### src/rtl/gmd_pkg.sv
`timescale 1ns / 1ps
// ----------------------------------------------------------------------------
// gmd_pkg
// Types, quantizer codes and level tables of the grouped mantissa dequantizer.
// ----------------------------------------------------------------------------
package gmd_pkg;

    typedef struct packed {
        logic               start_block;
        logic [3:0]         bap;
        logic               dither_on;
        logic signed [15:0] dither_value;
        logic [4:0]         exponent;
        logic [15:0]        bit_window;
    } item_t;

    typedef struct packed {
        logic signed [15:0] mantissa_q15;
        logic signed [39:0] coefficient;
        logic [4:0]         bits_used;
        logic               invalid;
    } result_t;

    localparam logic [3:0] BAP_ZERO       = 4'd0;
    localparam logic [3:0] BAP_THREE_LVL  = 4'd1;
    localparam logic [3:0] BAP_FIVE_LVL   = 4'd2;
    localparam logic [3:0] BAP_SEVEN_LVL  = 4'd3;
    localparam logic [3:0] BAP_ELEVEN_LVL = 4'd4;
    localparam logic [3:0] BAP_FIFTEEN_LVL = 4'd5;

    localparam logic [1:0] GROUP_EMPTY = 2'd3;

    localparam logic [4:0] THREE_CODE_MAX  = 5'd26;
    localparam logic [6:0] FIVE_CODE_MAX   = 7'd124;
    localparam logic [6:0] ELEVEN_CODE_MAX = 7'd120;
    localparam logic [2:0] SEVEN_CODE_BAD  = 3'd7;
    localparam logic [3:0] FIFTEEN_CODE_BAD = 4'd15;

    localparam logic [6:0] BASE_3  = 7'd3;
    localparam logic [6:0] BASE_5  = 7'd5;
    localparam logic [6:0] BASE_9  = 7'd9;
    localparam logic [6:0] BASE_11 = 7'd11;
    localparam logic [6:0] BASE_25 = 7'd25;

    // level k of n: ((2k-(n-1)) * 2^15) / n, toward zero; unused slots zero
    localparam logic signed [15:0] LV3 [4] = '{
        -16'sd21845, 16'sd0, 16'sd21845, 16'sd0
    };
    localparam logic signed [15:0] LV5 [8] = '{
        -16'sd26214, -16'sd13107, 16'sd0, 16'sd13107, 16'sd26214,
        16'sd0, 16'sd0, 16'sd0
    };
    localparam logic signed [15:0] LV7 [8] = '{
        -16'sd28086, -16'sd18724, -16'sd9362, 16'sd0, 16'sd9362,
        16'sd18724, 16'sd28086, 16'sd0
    };
    localparam logic signed [15:0] LV11 [16] = '{
        -16'sd29789, -16'sd23831, -16'sd17873, -16'sd11915, -16'sd5957,
        16'sd0, 16'sd5957, 16'sd11915, 16'sd17873, 16'sd23831, 16'sd29789,
        16'sd0, 16'sd0, 16'sd0, 16'sd0, 16'sd0
    };
    localparam logic signed [15:0] LV15 [16] = '{
        -16'sd30583, -16'sd26214, -16'sd21845, -16'sd17476, -16'sd13107,
        -16'sd8738, -16'sd4369, 16'sd0, 16'sd4369, 16'sd8738, 16'sd13107,
        16'sd17476, 16'sd21845, 16'sd26214, 16'sd30583, 16'sd0
    };

    localparam logic [4:0] RAW_BITS [16] = '{
        5'd0, 5'd0, 5'd0, 5'd3, 5'd0, 5'd4, 5'd5, 5'd6,
        5'd7, 5'd8, 5'd9, 5'd10, 5'd11, 5'd12, 5'd14, 5'd16
    };

    // quotient of a narrow code by a constant base, by parallel compares
    function automatic logic [3:0] quot_small(input logic [6:0] v, input logic [6:0] base);
        logic [3:0] q;
        logic [8:0] acc;
        q   = 4'd0;
        acc = {2'b00, base};
        for (int k = 0; k < 10; k++) begin
            if ({2'b00, v} >= acc)
                q = q + 4'd1;
            acc = acc + {2'b00, base};
        end
        return q;
    endfunction

    function automatic logic [6:0] rem_small(input logic [6:0] v, input logic [6:0] base);
        logic [10:0] prod;
        prod = 11'(quot_small(v, base)) * 11'(base);
        return v - prod[6:0];
    endfunction

endpackage

### src/rtl/gmd_core.sv
`timescale 1ns / 1ps
// ----------------------------------------------------------------------------
// gmd_core
// Group state and combinational mantissa decode for one registered item.
// ----------------------------------------------------------------------------
module gmd_core
(
    input  logic            clk,
    input  logic            rst_n,
    input  gmd_pkg::item_t  item,
    input  logic            advance,
    output gmd_pkg::result_t result
);

    logic [1:0] t_dig_reg [3];
    logic [1:0] t_nxt_reg;
    logic [2:0] f_dig_reg [3];
    logic [1:0] f_nxt_reg;
    logic [3:0] e_dig_reg [2];
    logic [1:0] e_nxt_reg;

    logic [1:0] t_dig_next [3];
    logic [1:0] t_nxt_next;
    logic [2:0] f_dig_next [3];
    logic [1:0] f_nxt_next;
    logic [3:0] e_dig_next [2];
    logic [1:0] e_nxt_next;

    logic signed [15:0] mant;
    logic [4:0]         used;
    logic               bad;
    logic [1:0]         idx;
    logic [6:0]         code7;
    logic [6:0]         rem;
    logic [3:0]         quo_hi;
    logic [3:0]         quo_mid;
    logic [6:0]         rem_lo;
    logic [1:0]         t_sel;
    logic [2:0]         f_sel;
    logic [3:0]         e_sel;
    logic [15:0]        raw_mask;
    logic signed [39:0] coef_full;

    always_comb
    begin
        if (item.start_block)
        begin
            for (int i = 0; i < 3; i++)
            begin
                t_dig_next[i] = 2'd0;
                f_dig_next[i] = 3'd0;
            end
            for (int i = 0; i < 2; i++)
                e_dig_next[i] = 4'd0;
            t_nxt_next = gmd_pkg::GROUP_EMPTY;
            f_nxt_next = gmd_pkg::GROUP_EMPTY;
            e_nxt_next = gmd_pkg::GROUP_EMPTY;
        end
        else
        begin
            t_dig_next = t_dig_reg;
            f_dig_next = f_dig_reg;
            e_dig_next = e_dig_reg;
            t_nxt_next = t_nxt_reg;
            f_nxt_next = f_nxt_reg;
            e_nxt_next = e_nxt_reg;
        end

        mant     = 16'sd0;
        used     = 5'd0;
        bad      = 1'b0;
        idx      = 2'd0;
        code7    = 7'd0;
        rem      = 7'd0;
        quo_hi   = 4'd0;
        quo_mid  = 4'd0;
        rem_lo   = 7'd0;
        t_sel    = 2'd0;
        f_sel    = 3'd0;
        e_sel    = 4'd0;
        raw_mask = 16'hFFFF;

        unique case (item.bap)
            gmd_pkg::BAP_ZERO:
            begin
                if (item.dither_on)
                    mant = item.dither_value;
            end
            gmd_pkg::BAP_THREE_LVL:
            begin
                idx = t_nxt_next;
                if (t_nxt_next == gmd_pkg::GROUP_EMPTY)
                begin
                    code7 = {2'b00, item.bit_window[15:11]};
                    used  = 5'd5;
                    idx   = 2'd0;
                    if (code7[4:0] > gmd_pkg::THREE_CODE_MAX)
                        bad = 1'b1;
                    else
                    begin
                        rem     = gmd_pkg::rem_small(code7, gmd_pkg::BASE_9);
                        quo_hi  = gmd_pkg::quot_small(code7, gmd_pkg::BASE_9);
                        quo_mid = gmd_pkg::quot_small(rem, gmd_pkg::BASE_3);
                        rem_lo  = gmd_pkg::rem_small(rem, gmd_pkg::BASE_3);
                        t_dig_next[0] = quo_hi[1:0];
                        t_dig_next[1] = quo_mid[1:0];
                        t_dig_next[2] = rem_lo[1:0];
                    end
                end
                if (!bad)
                begin
                    case (idx)
                        2'd0:    t_sel = t_dig_next[0];
                        2'd1:    t_sel = t_dig_next[1];
                        default: t_sel = t_dig_next[2];
                    endcase
                    mant       = gmd_pkg::LV3[t_sel];
                    t_nxt_next = idx + 2'd1;
                end
            end
            gmd_pkg::BAP_FIVE_LVL:
            begin
                idx = f_nxt_next;
                if (f_nxt_next == gmd_pkg::GROUP_EMPTY)
                begin
                    code7 = {item.bit_window[15:9]};
                    used  = 5'd7;
                    idx   = 2'd0;
                    if (code7 > gmd_pkg::FIVE_CODE_MAX)
                        bad = 1'b1;
                    else
                    begin
                        rem     = gmd_pkg::rem_small(code7, gmd_pkg::BASE_25);
                        quo_hi  = gmd_pkg::quot_small(code7, gmd_pkg::BASE_25);
                        quo_mid = gmd_pkg::quot_small(rem, gmd_pkg::BASE_5);
                        rem_lo  = gmd_pkg::rem_small(rem, gmd_pkg::BASE_5);
                        f_dig_next[0] = quo_hi[2:0];
                        f_dig_next[1] = quo_mid[2:0];
                        f_dig_next[2] = rem_lo[2:0];
                    end
                end
                if (!bad)
                begin
                    case (idx)
                        2'd0:    f_sel = f_dig_next[0];
                        2'd1:    f_sel = f_dig_next[1];
                        default: f_sel = f_dig_next[2];
                    endcase
                    mant       = gmd_pkg::LV5[f_sel];
                    f_nxt_next = idx + 2'd1;
                end
            end
            gmd_pkg::BAP_SEVEN_LVL:
            begin
                used = 5'd3;
                if (item.bit_window[15:13] == gmd_pkg::SEVEN_CODE_BAD)
                    bad = 1'b1;
                else
                    mant = gmd_pkg::LV7[item.bit_window[15:13]];
            end
            gmd_pkg::BAP_ELEVEN_LVL:
            begin
                idx = {1'b0, e_nxt_next[0]};
                if (e_nxt_next[1])
                begin
                    code7 = item.bit_window[15:9];
                    used  = 5'd7;
                    idx   = 2'd0;
                    if (code7 > gmd_pkg::ELEVEN_CODE_MAX)
                        bad = 1'b1;
                    else
                    begin
                        quo_hi = gmd_pkg::quot_small(code7, gmd_pkg::BASE_11);
                        rem_lo = gmd_pkg::rem_small(code7, gmd_pkg::BASE_11);
                        e_dig_next[0] = quo_hi;
                        e_dig_next[1] = rem_lo[3:0];
                    end
                end
                if (!bad)
                begin
                    e_sel      = idx[0] ? e_dig_next[1] : e_dig_next[0];
                    mant       = gmd_pkg::LV11[e_sel];
                    e_nxt_next = idx + 2'd1;
                end
            end
            gmd_pkg::BAP_FIFTEEN_LVL:
            begin
                used = 5'd4;
                if (item.bit_window[15:12] == gmd_pkg::FIFTEEN_CODE_BAD)
                    bad = 1'b1;
                else
                    mant = gmd_pkg::LV15[item.bit_window[15:12]];
            end
            default:
            begin
                used     = gmd_pkg::RAW_BITS[item.bap];
                raw_mask = ~(16'hFFFF >> used);
                mant     = $signed(item.bit_window & raw_mask);
            end
        endcase

        coef_full = $signed({mant, 24'd0}) >>> item.exponent;

        result.mantissa_q15 = mant;
        result.coefficient  = coef_full;
        result.bits_used    = used;
        result.invalid      = bad;
    end

    always_ff @(posedge clk or negedge rst_n)
    begin
        if (!rst_n)
        begin
            for (int i = 0; i < 3; i++)
            begin
                t_dig_reg[i] <= 2'd0;
                f_dig_reg[i] <= 3'd0;
            end
            for (int i = 0; i < 2; i++)
                e_dig_reg[i] <= 4'd0;
            t_nxt_reg <= gmd_pkg::GROUP_EMPTY;
            f_nxt_reg <= gmd_pkg::GROUP_EMPTY;
            e_nxt_reg <= gmd_pkg::GROUP_EMPTY;
        end
        else if (advance)
        begin
            t_dig_reg <= t_dig_next;
            f_dig_reg <= f_dig_next;
            e_dig_reg <= e_dig_next;
            t_nxt_reg <= t_nxt_next;
            f_nxt_reg <= f_nxt_next;
            e_nxt_reg <= e_nxt_next;
        end
    end

endmodule

### src/rtl/grouped_mantissa_dequantizer.sv
`timescale 1ns / 1ps
// ----------------------------------------------------------------------------
// grouped_mantissa_dequantizer
// Decodes one audio mantissa per transfer from its bit allocation code and the
// next sixteen stream bits, with grouped quantizer state kept across items.
//
// Channels: item_valid/item_ready/item carry input items; result_valid/
// result_ready/result carry one result per item, in order.
// Pipeline: input register, then decode logic into the result register.
// Throughput: one item per cycle while the result is not stalled; the group
// state updates as an item moves from the input register into the result
// register, so consecutive items see each other's groups with no bubble.
// Reset: all three mantissa groups are empty, both stages empty.
// Stall: while result_ready is low the result holds; one more item is taken
// into the input register, then item_ready drops until the result moves.
// ----------------------------------------------------------------------------
module grouped_mantissa_dequantizer
(
    input  logic             clk,
    input  logic             rst_n,
    input  logic             item_valid,
    output logic             item_ready,
    input  gmd_pkg::item_t   item,
    output logic             result_valid,
    input  logic             result_ready,
    output gmd_pkg::result_t result
);

    logic             s1_valid_reg;
    gmd_pkg::item_t   s1_item_reg;
    logic             out_valid_reg;
    gmd_pkg::result_t out_reg;
    gmd_pkg::result_t decoded;
    logic             advance;

    assign advance    = s1_valid_reg && (!out_valid_reg || result_ready);
    assign item_ready = !s1_valid_reg || advance;

    gmd_core u_core
    (
        .clk     (clk),
        .rst_n   (rst_n),
        .item    (s1_item_reg),
        .advance (advance),
        .result  (decoded)
    );

    always_ff @(posedge clk or negedge rst_n)
    begin
        if (!rst_n)
        begin
            s1_valid_reg  <= 1'b0;
            out_valid_reg <= 1'b0;
        end
        else
        begin
            if (item_ready)
                s1_valid_reg <= item_valid;
            if (advance)
                out_valid_reg <= 1'b1;
            else if (result_ready)
                out_valid_reg <= 1'b0;
        end
    end

    always_ff @(posedge clk)
    begin
        if (item_valid && item_ready)
            s1_item_reg <= item;
        if (advance)
            out_reg <= decoded;
    end

    assign result_valid = out_valid_reg;
    assign result       = out_reg;

endmodule

### config.mk
export PLATFORM = sky130hd
export DESIGN_NAME = grouped_mantissa_dequantizer
export DESIGN_NICKNAME = d
export VERILOG_FILES = /design/src/rtl/gmd_pkg.sv /design/src/rtl/gmd_core.sv /design/src/rtl/grouped_mantissa_dequantizer.sv
export SDC_FILE = /design/constraint.sdc
export NUM_CORES = 1
export LEC_CHECK = 0
export ABC_AREA = 1
export ABC_CLOCK_PERIOD_IN_PS = 29200
export BUFFER_PORTS_ARGS = -buffer_cell sky130_fd_sc_hd__clkbuf_2
export CAP_MARGIN = 20
export CORE_AREA = 2 2 178 180
export CTS_CLUSTER_DIAMETER = 200
export DETAILED_ROUTE_END_ITERATION = 12
export DIE_AREA = 0 0 180 182
export PLACE_DENSITY = 0.55
export SYNTH_ARGS = -nofsm -noshare
export SYNTH_HDL_FRONTEND = slang
export SYNTH_SLANG_ARGS = --single-unit
### constraint.sdc
create_clock -name clk -period 29.2 [get_ports clk]
set_input_delay 2.92 -clock clk [delete_from_list [all_inputs] [get_ports clk]]
set_output_delay 2.92 -clock clk [all_outputs]
set_load 0.03 [all_outputs]
Word-level counts from Yosys, hierarchy flattened
Memories as Yosys holds them, arrays and structs flattened.
Cells that the tools add are included.
{ "totals": {"rom_bits": 848, "mem_count": 5, "reg_bits": 136, "elab_cells": 377, "in_bits": 47} }
{ "op_classes": {"add_sub_neg": 41, "bitwise": 8, "shifts": 2, "magnitude_cmp": 47, "eq_ne": 11, "reduce_logical": 10, "mux": 225, "mul": 5} }
{ "mem_list": {"columns": ["memory", "depth", "word_bits", "read_ports", "rd_ports_with_merged_regs", "wr", "line", "rtl"], "rows": [
  ["(no name shown)", 16, 16, 1, 0, 0, "gmd_core.sv:182", "mant = gmd_pkg::LV11[e_sel];"],
  ["(no name shown)", 16, 16, 1, 0, 0, "gmd_core.sv:192", "mant = gmd_pkg::LV15[item.bit_window[15:12]];"],
  ["(no name shown)", 8, 16, 1, 0, 0, "gmd_core.sv:149", "mant = gmd_pkg::LV5[f_sel];"],
  ["(no name shown)", 8, 16, 1, 0, 0, "gmd_core.sv:159", "mant = gmd_pkg::LV7[item.bit_window[15:13]];"],
  ["(no name shown)", 16, 5, 1, 0, 0, "gmd_core.sv:196", "used = gmd_pkg::RAW_BITS[item.bap];"]
]} }
{ "op_table": {"columns": ["operator", "n"], "rows": [
  ["two-way mux 4 bit", 148],
  ["two-way mux 16 bit", 16],
  ["adder 4 x 1 -> 4 bit, second input constant", 33],
  ["one-hot mux 16 bit (6 select lines)", 1],
  [">= comparator 7 x 5 -> 1 bit, second input constant", 10],
  [">= comparator 7 x 6 -> 1 bit, second input constant", 8],
  [">= comparator 7 bit, second input constant", 8],
  [">= comparator 7 x 4 -> 1 bit, second input constant", 6],
  ["two-way mux 8 bit", 5],
  [">>> shifter 40 x 5 -> 40 bit", 1],
  ["two-way mux 9 bit", 4],
  ["binary-select mux 16 bit (select 2 bit)", 1],
  ["two-way mux 2 bit", 16],
  ["one-hot mux 5 bit (6 select lines)", 1],
  [">= comparator 5 bit, second input constant", 5],
  ["two-way mux 6 bit", 4],
  ["two-way mux 1 bit", 19],
  ["bitwise AND 16 bit", 1],
  ["NOT 16 bit", 1],
  ["right shift 16 x 5 -> 16 bit, first input constant", 1],
  ["two-way mux 3 bit", 5],
  ["NOT 4 -> 5 bit", 3],
  [">= comparator 7 x 3 -> 1 bit, second input constant", 2],
  ["> comparator 7 bit, second input constant", 2],
  ["other kinds (35)", 48]
]} }

Depth between registers and ports, before layout
Gate-level depths: netlist of the first run.
{ "depth": {"word_depth": 91, "depth_mapped": 87, "ltp_nobuf": 86} }

By module
A second synthesis of the first run with hierarchy kept.
{ "hier_totals": {"cells_unflattened": 1670, "area_unflattened_um2": 12239.2} }
{ "modules_own_cells": {"columns": ["module", "area_per_inst_um2", "cells_per_inst", "instances", "seq_area_each_um2"], "rows": [
  ["gmd_core", 8991.1, 1553, 1, 733.2],
  ["grouped_mantissa_dequantizer", 3248.1, 117, 1, 3203.1]
]} }

Worst setup path after synthesis of the first run
No wires, ideal clock.
{ "synth_timing": {"kind": "register -> register", "from": "reg s1_item_reg[14] in the netlist's numbering", "to": "reg out_reg, in the netlist result[30], data pin", "t_required_ns": 28.942, "slack_ns": 17.323, "setup_time_ns": 0.258, "arrival_time_ns": 11.619, "stages_incl_launch_ff": 76, "period_less_slack_ns": 11.877, "cell_sequence": "edfxtp_1 buf_4 inv_1 ha_1 inv_1 nor2_1 inv_1 o21ai_0 inv_1 ha_1 nand4_1 nand2_1 ha_1 or2_1 nand2_2 inv_1 ha_1 nand2_1 [... 40 more ...] or2_2 and2_1 fa_1 nor2_1 a31oi_1 nand2_1 nand2_1 ha_1 inv_1 nand2_1 nand3_1 nand2_1 nand3_1 nand3_1 nand3_1 nand3_1 nand3_1 nand2_1"} }
{ "synth_rtl": {"columns": ["item", "line", "rtl"], "rows": [
  ["start, declared", "grouped_mantissa_dequantizer.sv:30", "gmd_pkg::item_t s1_item_reg;"],
  ["start signal, assigned", "grouped_mantissa_dequantizer.sv:69", "s1_item_reg <= item;"],
  ["end signal, assigned", "grouped_mantissa_dequantizer.sv:71", "out_reg <= decoded;"],
  ["end, declared", "grouped_mantissa_dequantizer.sv:32", "gmd_pkg::result_t out_reg;"]
]} }

==> reports/qor.yml, run 1 <==
outcome:
  status: "complete, no violations"
timing:
  slew_viol_final: 0
  fmax_mhz: 74.1
  hold_viol: 0
  period_minus_slack_ns: 13.50
  fin_setup_tns_ns: 0
  holdWs_ns: 0.492
  worstMarginPinSlew_ns: 1.04
  finalClockSkew_ns: 0.0148
  relSlewSlack_pct: 30.6
  setup_viol: 0
  period_share_pct: 46.2
  rsz0062_at_grt: "no"
worst_hold_path:
  hp-class: "register to register"
route:
  drt-pass1-iter-count: 5
  viasPerCell: 5.13
  drc: 0
  drtIter0Drc: 804
  drtAntennaViolNets: 0
  vias: 11400
  wl_per_cell_um: 16.0
  routed_wl_mm: 35.6
global_route:
  use_met3_pct: 3.15
  grt_pass1_wl_mm: 57.4
  grt_use_total_pct: 21.9
  grt_use_met2_pct: 35.5
  antenna_found_initial: 0
  global_route.usage.met1_pct: 30.1
  grt_pass1_vias: 10900
  top_usage_layer: "met2"
  grt_overflow: 0
  grt_max_degree: 98
logic_synthesis:
  ys_seq_area_share_pct: 32.1
  postSynthCellCount: 1720
  async_flop_share_pct: 23.0
  synth_common_cells: "nand2_1, inv_1, nand3_1"
  synth_compound_area_share_pct: 8.54
  muxShareOfSynthArea_pct: 0
  synth_most_common_cell: "nand2_1"
  yosys_warnings: 0
  synth_fa_ha_area_share_pct: 10.2
  yosys.area_share.xor_xnor_pct: 2.91
  syn_nets: 1861
  synth_area_leaders: "edfxtp_1, nand2_1, nand3_1"
  synth_edf_count: 104
  yosys.area_share.simple_pct: 36.4
  ys_seq_elements: 135
  synth.cell_area_mm2: 0.0122
  synthFlopType: "edfxtp_1"
  synth_top_cell_area_share_pct: 25.7
  yosysUniqueCellTypes: 58
  synth.largest_area_cell: "edfxtp_1"
  synth_top_family_by_area: "simple AND/OR/NAND/NOR gates"
  synth_area_per_cell_um2: 7.07
final_layout:
  nets: 1949
  drive_above_1_share_pct: 15.0
  n_antenna_cell: 0
  ff_latch_area_mm2: 0.00391
  area_growth_pct: 11.9
  multi_input_area_mm2: 0.00706
  nFillCells: 3211
  largest_reg_flops: 61
clocking:
  numClockSinks: 135
  root_buffer: "clkbuf_16"
  cts_tree: "yes"
  cts_buffer_depth: 2
  cts-resized-gates: 0
  cts.clk_slew.worst_paths_ns: 0.07
  postCtsSetupBuffers: 0
  cts_hold_buf: 0
  htree_levels: 4
  insertion_delay_ns: 0.44
  numCtsBuffers: 17
worst_setup_path:
  cp_max_fo: 11
  worst_ep_arrival_time_ns: 13.66
  critPathMaxStageDelay_ns: 0.81
  cp-end-kind: "register"
  cp_data_required_time_ns: 29.36
  path_delay_family: "simple AND/OR/NAND/NOR gates"
  start_kind: "register"
  crit_type: "register to register"
  slowest_stage: "edfxtp_1"
  worst-path-buf-inv: 11
  crit_top_cell: "nand2_1"
floorplan:
  io_pins: 111
  core_area_mm2: 0.0310
  fp-row-count: 65
  die_area_mm2: 0.0328
  die_h_um: 182
  die_w_um: 180
  initial_core_util_pct: 39.2
placed_design:
  portBuffers: 110
  place_hpwl_mm: 28.0
  place_congestion: 0.953
power:
  p_leak_nw: 6.88
  vdd_drop_max_mv: 0.120
  pwr_density_cell_mw_per_mm2: 141
flow_run:
  maxCapViolCount: 0
==> final cells by class <==
type	instances	share of cell area, %
well taps	402	3.70
clock inverters	15	0.993
flip-flops and latches	135	28.7
inverters	260	7.20
multi-input cells	1280	51.9
repair buffers	114	4.41
clock buffers	17	3.13
==> worst register-to-register path: cells and delay by family, from the launching register on <==
kind / cells / cell delay (ns)
AOI/OAI and AO/OA: 5 / 1.08
adders and majority gates: 16 / 4.98
buffers and inverters: 11 / 0.89
DFF: 1 / 0.81
and+or+nand+nor: 44 / 5.42
==> path summary, 6_finish.rpt <==
kind / start / end / slack (ns) / cells past startpoint
max reg2reg: s1_item_reg[12] / result[29] / 15.70 / 76
min: u_core.t_dig_reg[3] / u_core.t_dig_reg[3] / 0.49 / 2
max: s1_item_reg[12] / result[29] / 15.70 / 76
min in group asynchronous: rst_n / result_valid / 2.58 / 1
min reg2reg: u_core.t_dig_reg[3] / u_core.t_dig_reg[3] / 0.49 / 2
max in group asynchronous: rst_n / u_core.e_dig_reg[4] / 26.08 / 1
==> report_power, final <==
group	switching (mW)	internal [mW]
sequential	0.0205	0.250
combinational	0.905	0.532
clock	0.103	0.112
==> through the flow <==
step	cells	total power [mW]	area (um^2)	setup WS [ns]	util (%)
after floorplan	1720	1.43	12200	17.32	-
after global placement	2190	1.71	13000	15.89	42.0
after detailed placement	2190	1.71	13000	15.77	42.0
after CTS	2222	1.93	13600	15.73	43.8
after global routing	2223	2.17	13600	14.60	43.9
final	2223	1.92	13600	15.70	43.9
==> per-layer routing <==
metal | wire length (um) | up-vias
met5 | 0 | -
met4 | 868 | 0
met3 | 1740 | 54
met2 | 16200 | 328
met1 | 16800 | 5259
li1 | - | 5768
==> layout by cell type, fill, tap and decap left out, types with 25 or more instances in the layout <==
cell type  synthesis  final
nand2_1          487    487
inv_1            231    230
nand3_1          220    220
nor2_1           135    135
clkbuf_2           0    110
edfxtp_1         104    104
ha_1              85     85
o21ai_0           61     61
a21oi_1           46     46
nand2_2           29     29
dfrtp_1           25     25
==> kinds of logic (layout without fill, tap and decap cells) <==
| group | count (synthesis) | in the layout |
|---|---|---|
| AO/OA/AOI/OAI | 177 | 177 |
| flip-flops | 135 | 135 |
| buffers and inverters | 305 | 406 |
| adder cells (fa/ha/maj) | 94 | 94 |
| XOR/XNOR | 37 | 37 |
| AND/OR/NAND/NOR | 972 | 972 |
(Power assumes the default switching activity.)
==> run 2: changes to the inputs <==
--- a/config.mk
+++ b/config.mk
@@ -5,14 +5,14 @@
 export SDC_FILE = /design/constraint.sdc
 export NUM_CORES = 1
 export LEC_CHECK = 0
-export ABC_AREA = 1
-export ABC_CLOCK_PERIOD_IN_PS = 29200
+export ABC_AREA = 0
+export ABC_CLOCK_PERIOD_IN_PS = 13000
 export BUFFER_PORTS_ARGS = -buffer_cell sky130_fd_sc_hd__clkbuf_2
 export CAP_MARGIN = 20
-export CORE_AREA = 2 2 178 180
+export CORE_AREA = 2 2 179 181
 export CTS_CLUSTER_DIAMETER = 200
 export DETAILED_ROUTE_END_ITERATION = 12
-export DIE_AREA = 0 0 180 182
+export DIE_AREA = 0 0 181 183
 export PLACE_DENSITY = 0.55
 export SYNTH_ARGS = -nofsm -noshare
 export SYNTH_HDL_FRONTEND = slang
==> constraint.sdc (replaced) <==
create_clock -name clk -period 13 [get_ports clk]
set_input_delay 1.3 -clock clk [delete_from_list [all_inputs] [get_ports clk]]
set_output_delay 1.3 -clock clk [all_outputs]
set_load 0.03 [all_outputs]
==> reports/qor.yml, run 2 <==
worst_setup_path:
  worst_ep_arrival_time_ns: 12.89
  path_delay_family: "adder cells"
  cp_data_required_time_ns: 13.27
  timing.rr.start: "s1_item_reg[12]"
  cp-end-kind: "register"
  critPathMaxStageDelay_ns: 0.60
  crit_type: "register to register"
  r2r_end: "result[36]"
  rrSetupSlack_ns: 0.38
  slowest_stage: "fa_1"
  worst-path-buf-inv: 7
  cp_max_fo: 6
  start_kind: "register"
  reg2regPathDepth: 63
  crit_top_cell: "ha_4"
global_route:
  antenna_found_initial: 0
  grt_overflow: 0
  grt_pass1_wl_mm: 60.6
  grt_pass1_vias: 10900
  grt_max_degree: 73
  grt_use_total_pct: 23.1
final_layout:
  area_growth_pct: 21.8
  n_antenna_cell: 0
  final_common_cell: "nand2_1"
  largest_reg_flops: 61
  final_area_mm2: 0.0150
  nets: 1685
  layout_common_cells: "nand2_1, clkbuf_2, nor2_1"
  drive_above_1_share_pct: 25.5
floorplan:
  die_w_um: 181
  fp-row-count: 65
  io_pins: 111
  die_area_mm2: 0.0331
  core_area_mm2: 0.0312
  initial_core_util_pct: 39.3
  die_h_um: 183
logic_synthesis:
  yosysUniqueCellTypes: 110
  syn_nets: 1510
  synth.largest_area_cell: "edfxtp_1"
  synthFlopType: "edfxtp_1"
  ys_seq_elements: 135
  synth_top_cell_area_share_pct: 25.4
  synth.cell_area_mm2: 0.0123
  synth_area_per_cell_um2: 8.98
  ys_seq_area_share_pct: 31.8
  postSynthCellCount: 1369
  synth_most_common_cell: "nand2_1"
  synth_common_cells: "nand2_1, nor2_1, edfxtp_1"
  synth_area_leaders: "edfxtp_1, ha_1, dfrtp_1"
  synth_edf_count: 104
  yosys_warnings: 0
  async_flop_share_pct: 23.0
worst_hold_path:
  hp-class: "register to register"
  hold_end: "u_core.e_dig_reg[0]"
  hold_depth: 2
  worstHoldStart: "u_core.e_dig_reg[0]"
timing:
  worstMarginPinSlew_ns: 1.17
  relSlewSlack_pct: 21.9
  finalClockSkew_ns: 0.0122
  period_share_pct: 97.0
  fmax_mhz: 79.3
  hold_viol: 0
  slew_viol_final: 0
  setup_viol: 0
  period_minus_slack_ns: 12.62
clocking:
  numCtsBuffers: 17
  root_buffer: "clkbuf_16"
  cts_tree: "yes"
  cts.clk_slew.worst_paths_ns: 0.07
  numClockSinks: 135
  cts_hold_buf: 0
  insertion_delay_ns: 0.44
  htree_levels: 4
  cts_buffer_depth: 2
route:
  vias: 11500
  drt-pass1-iter-count: 9
  viasPerCell: 5.87
  routed_wl_mm: 39.1
  drc: 0
  drtAntennaViolNets: 0
  wl_per_cell_um: 19.9
  drtIter0Drc: 884
placed_design:
  portBuffers: 110
  place_congestion: 0.938
  place_area_mm2: 0.0137
  place_hpwl_mm: 29.6
outcome:
  status: "complete, no violations"
flow_run:
  maxCapViolCount: 0
==> run 2: cell count changes in the layout (fill, tap and decap cells not counted), moves of 32 or more <==
cell     before  now
a21oi_1      46   79
buf_4         3  104
inv_1       230   81
nand2_1     487  130
nand3_1     220   45
xnor2_1      12   44
==> run 2: tightest hold or removal path, delay by kind of cell (launching register included) <==
family          cells  cell delay, ns
flops               1            0.35
compound gates      1            0.06
simple gates        1            0.04
==> run 2: logic make-up after synthesis <==
logic type	after synthesis	synth area share (%)
buf+inv	158	5.19
mux	52	4.86
simple gates	427	16.4
compound gates	421	24.5
flops	135	31.8
fa+ha+maj	94	10.1
xor+xnor	82	7.20
==> run 2: worst max-delay path by stage <==
stage	start	end	slack, ns	depth (start not counted)
floorplan	s1_item_reg[11]	result[36]	0.08	63
detailed placement	s1_item_reg[13]	result[12]	-0.46	58
global route	s1_item_reg[12]	result[36]	-0.11	64
global placement	s1_item_reg[13]	result[12]	0.02	61
finish	s1_item_reg[12]	result[36]	0.38	63
CTS	s1_item_reg[12]	result[36]	0.02	61
==> run 2: layer usage <==
layer	vias up	track usage, %	part of all wire (%)
met3	81	3.30	5.2
li1	5471	-	-
met4	0	7.74	2.7
met1	5541	30.9	45
met5	-	0	0
met2	413	38.5	47
==> run 2: timing repair <==
action                                 4_1_cts  5_1_grt
setup buffers                                7       20
pin swaps                                    2       36
gates resized for setup                     16       79
endpoints found under the hold margin        0        0
setup endpoints to repair                   39       40
==> run 2: per-stage QoR <==
| step | setup WS, ns | hold WS (ns) | setup TNS [ns] | cells | util (%) |
|---|---|---|---|---|---|
| 2_1_floorplan | 0.0828 | 0.450 | 0 | 1369 | - |
| 3_3_place_gp | 0.0161 | 0.463 | 0 | 1899 | 43.8 |
| 3_5_place_dp | -0.460 | 0.476 | -11.33 | 1900 | 43.8 |
| 4_1_cts | 0.0183 | 0.491 | 0 | 1939 | 46.1 |
| 5_1_grt | -0.111 | 0.492 | -1.29 | 1959 | 47.9 |
| 6_report | 0.384 | 0.481 | 0 | 1959 | 47.9 |
==> run 2: layout make-up <==
type                       instances  area, um^2
timing repair buffer             219        1390
multi-input combinational       1076        8220
clock buffer                      22         507
inverter                          95         362
sequential                       135        3910
tap                              402         503
fill                            3011       16300
clock inverter                    10        82.6
Power of run 2 is left out: the tool's default activity adds up to more than one toggle a clock period on the data nets, which glitch-free logic cannot reach.
==> run 3: changes to the inputs <==
--- a/config.mk
+++ b/config.mk
@@ -9,11 +9,12 @@
 export ABC_CLOCK_PERIOD_IN_PS = 13000
 export BUFFER_PORTS_ARGS = -buffer_cell sky130_fd_sc_hd__clkbuf_2
 export CAP_MARGIN = 20
-export CORE_AREA = 2 2 179 181
+export CORE_AREA = 2 2 127 178
 export CTS_CLUSTER_DIAMETER = 200
 export DETAILED_ROUTE_END_ITERATION = 12
-export DIE_AREA = 0 0 181 183
-export PLACE_DENSITY = 0.55
+export DIE_AREA = 0 0 129 180
+export PLACE_DENSITY = 0.77
 export SYNTH_ARGS = -nofsm -noshare
 export SYNTH_HDL_FRONTEND = slang
+export SYNTH_HIERARCHICAL = 1
 export SYNTH_SLANG_ARGS = --single-unit
==> reports/qor.yml, run 3 <==
outcome:
  status: "complete, no violations"
route:
  drt-pass1-iter-count: 6
  drc: 0
  drtIter0Drc: 1327
  wl_per_cell_um: 20.7
  drtAntennaViolNets: 0
  vias: 12500
  viasPerCell: 6.58
  routed_wl_mm: 39.3
power:
  vdd_drop_max_mv: 0.410
  pwr_density_cell_mw_per_mm2: 320
  p_total_mw: 4.78
  p_leak_nw: 6.14
timing:
  fmax_mhz: 79.3
  hold_viol: 0
  worstMarginPinSlew_ns: 1.04
  setup_viol: 0
  fin_setup_tns_ns: 0
  finalClockSkew_ns: 0.0170
  relSlewSlack_pct: 30.4
  slew_viol_final: 0
  period_share_pct: 97.1
  period_minus_slack_ns: 12.62
worst_hold_path:
  hp-class: "register to register"
  hold_depth: 2
logic_synthesis:
  yosysUniqueCellTypes: 109
  synth.largest_area_cell: "edfxtp_1"
  postSynthCellCount: 1451
  synth_most_common_cell: "nand2_1"
  synth.cell_area_mm2: 0.0128
  ys_seq_elements: 136
  synth_top_cell_area_share_pct: 24.7
  async_flop_share_pct: 22.8
  syn_nets: 1590
  synthFlopType: "edfxtp_1"
  yosys_warnings: 6
  synth_common_cells: "nand2_1, nor2_1, edfxtp_1"
  ys_seq_area_share_pct: 30.8
  synth_area_leaders: "edfxtp_1, ha_1, dfrtp_1"
  synth_area_per_cell_um2: 8.81
  synth_edf_count: 105
clocking:
  cts_buffer_depth: 2
  htree_levels: 4
  root_buffer: "clkbuf_16"
  insertion_delay_ns: 0.44
  numClockSinks: 136
  cts.clk_slew.worst_paths_ns: 0.07
  numCtsBuffers: 17
  cts_tree: "yes"
floorplan:
  initial_core_util_pct: 58.9
  die_h_um: 180
  die_area_mm2: 0.0232
  io_pins: 111
  fp-row-count: 64
  core_area_mm2: 0.0217
  die_w_um: 129
final_layout:
  final_area_mm2: 0.0149
  area_growth_pct: 16.8
  n_antenna_cell: 0
  nets: 1727
  postLayoutCoreUtil_pct: 68.8
  layout_common_cells: "nand2_1, clkbuf_2, nor2_1"
  drive_above_1_share_pct: 21.3
  final_common_cell: "nand2_1"
  largest_reg_flops: 62
worst_setup_path:
  cp_data_required_time_ns: 13.18
  cp_max_fo: 6
  worst_ep_arrival_time_ns: 12.80
  crit_type: "register to register"
  crit_top_cell: "ha_1"
  slowest_stage: "fa_1"
  cp-end-kind: "register"
  critPathMaxStageDelay_ns: 0.55
  start_kind: "register"
  reg2regPathDepth: 55
placed_design:
  place_congestion: 1.02
  place_hpwl_mm: 29.2
  place_area_mm2: 0.0138
  portBuffers: 110
global_route:
  grt_use_total_pct: 33.2
  antenna_found_initial: 0
  grt_pass1_vias: 11800
  grt_max_degree: 64
  grt_pass1_wl_mm: 61.2
  grt_overflow: 0
flow_run:
  maxCapViolCount: 0
run 3: through the flow:
stage                     setup slack [ns]  hold slack [ns]  std cells
final                                0.382            0.481       1898
after global routing                -0.136            0.514       1898
after CTS                           0.0373            0.482       1876
after detailed placement            -0.247            0.471       1843
after global placement               0.190            0.463       1843
after floorplan                     0.0372            0.446       1451
run 3: worst paths after layout:
check                                          from                  end  slack (ns)
min in group asynchronous                     rst_n  u_core/t_dig_reg[4]        0.96
max in group asynchronous                     rst_n  u_core/f_dig_reg[3]       11.48
worst max register to register      s1_item_reg[13]           result[30]        0.38
worst min register to register  u_core/t_dig_reg[1]  u_core/t_dig_reg[1]        0.48
worst min-delay path            u_core/t_dig_reg[1]  u_core/t_dig_reg[1]        0.48
worst max-delay path                s1_item_reg[13]           result[30]        0.38
run 3: cells by family after synthesis:
family	synth area share, %
AO/OA/AOI/OAI	26.8
multiplexers	4.41
AND/OR/NAND/NOR	18.0
flip-flops	30.8
buffers and inverters	4.95
XOR/XNOR	5.51
adder cells (fa/ha/maj)	9.53
run 3: repair_timing:
action,in CTS,in global routing
hold buffers,0,0
resized for setup,4,60
setup buffers,1,22
endpoints found under the setup margin,27,40
pin swaps,0,30
run 3: power breakdown:
group	total (mW)	switching (mW)	internal [mW]
clock	0.511	0.204	0.307
sequential	0.561	0.0265	0.534
combinational	3.71	2.10	1.61
total	4.78	2.33	2.45
run 3: metal layers:
metal  track usage, %  vias up  wire length [um]
met5                0        -                 0
met2             57.7      665             20100
met4             17.4        0              2170
met1             38.8     5927             14700
li1                 -     5732                 -
met3             5.45      161              2270
run 3: worst max-delay path, delay by kind of cell (launching register included):
family                   cells  cell delay (ns)
AND/OR/NAND/NOR              9             1.87
multiplexers                 7             1.69
AO/OA/AOI/OAI               19             3.68
buffers and inverters        5             0.45
flip-flops                   1             0.49
adder cells (fa/ha/maj)     12             3.74
XOR/XNOR                     3             0.44
run 3: final cells by class:
class	instances	area, um^2
clock buffer	18	429
clock inverter	14	184
multi-input combinational	1157	8550
tap	297	372
fill	1728	6760
inverter	89	338
timing repair buffer	187	1140
sequential	136	3940
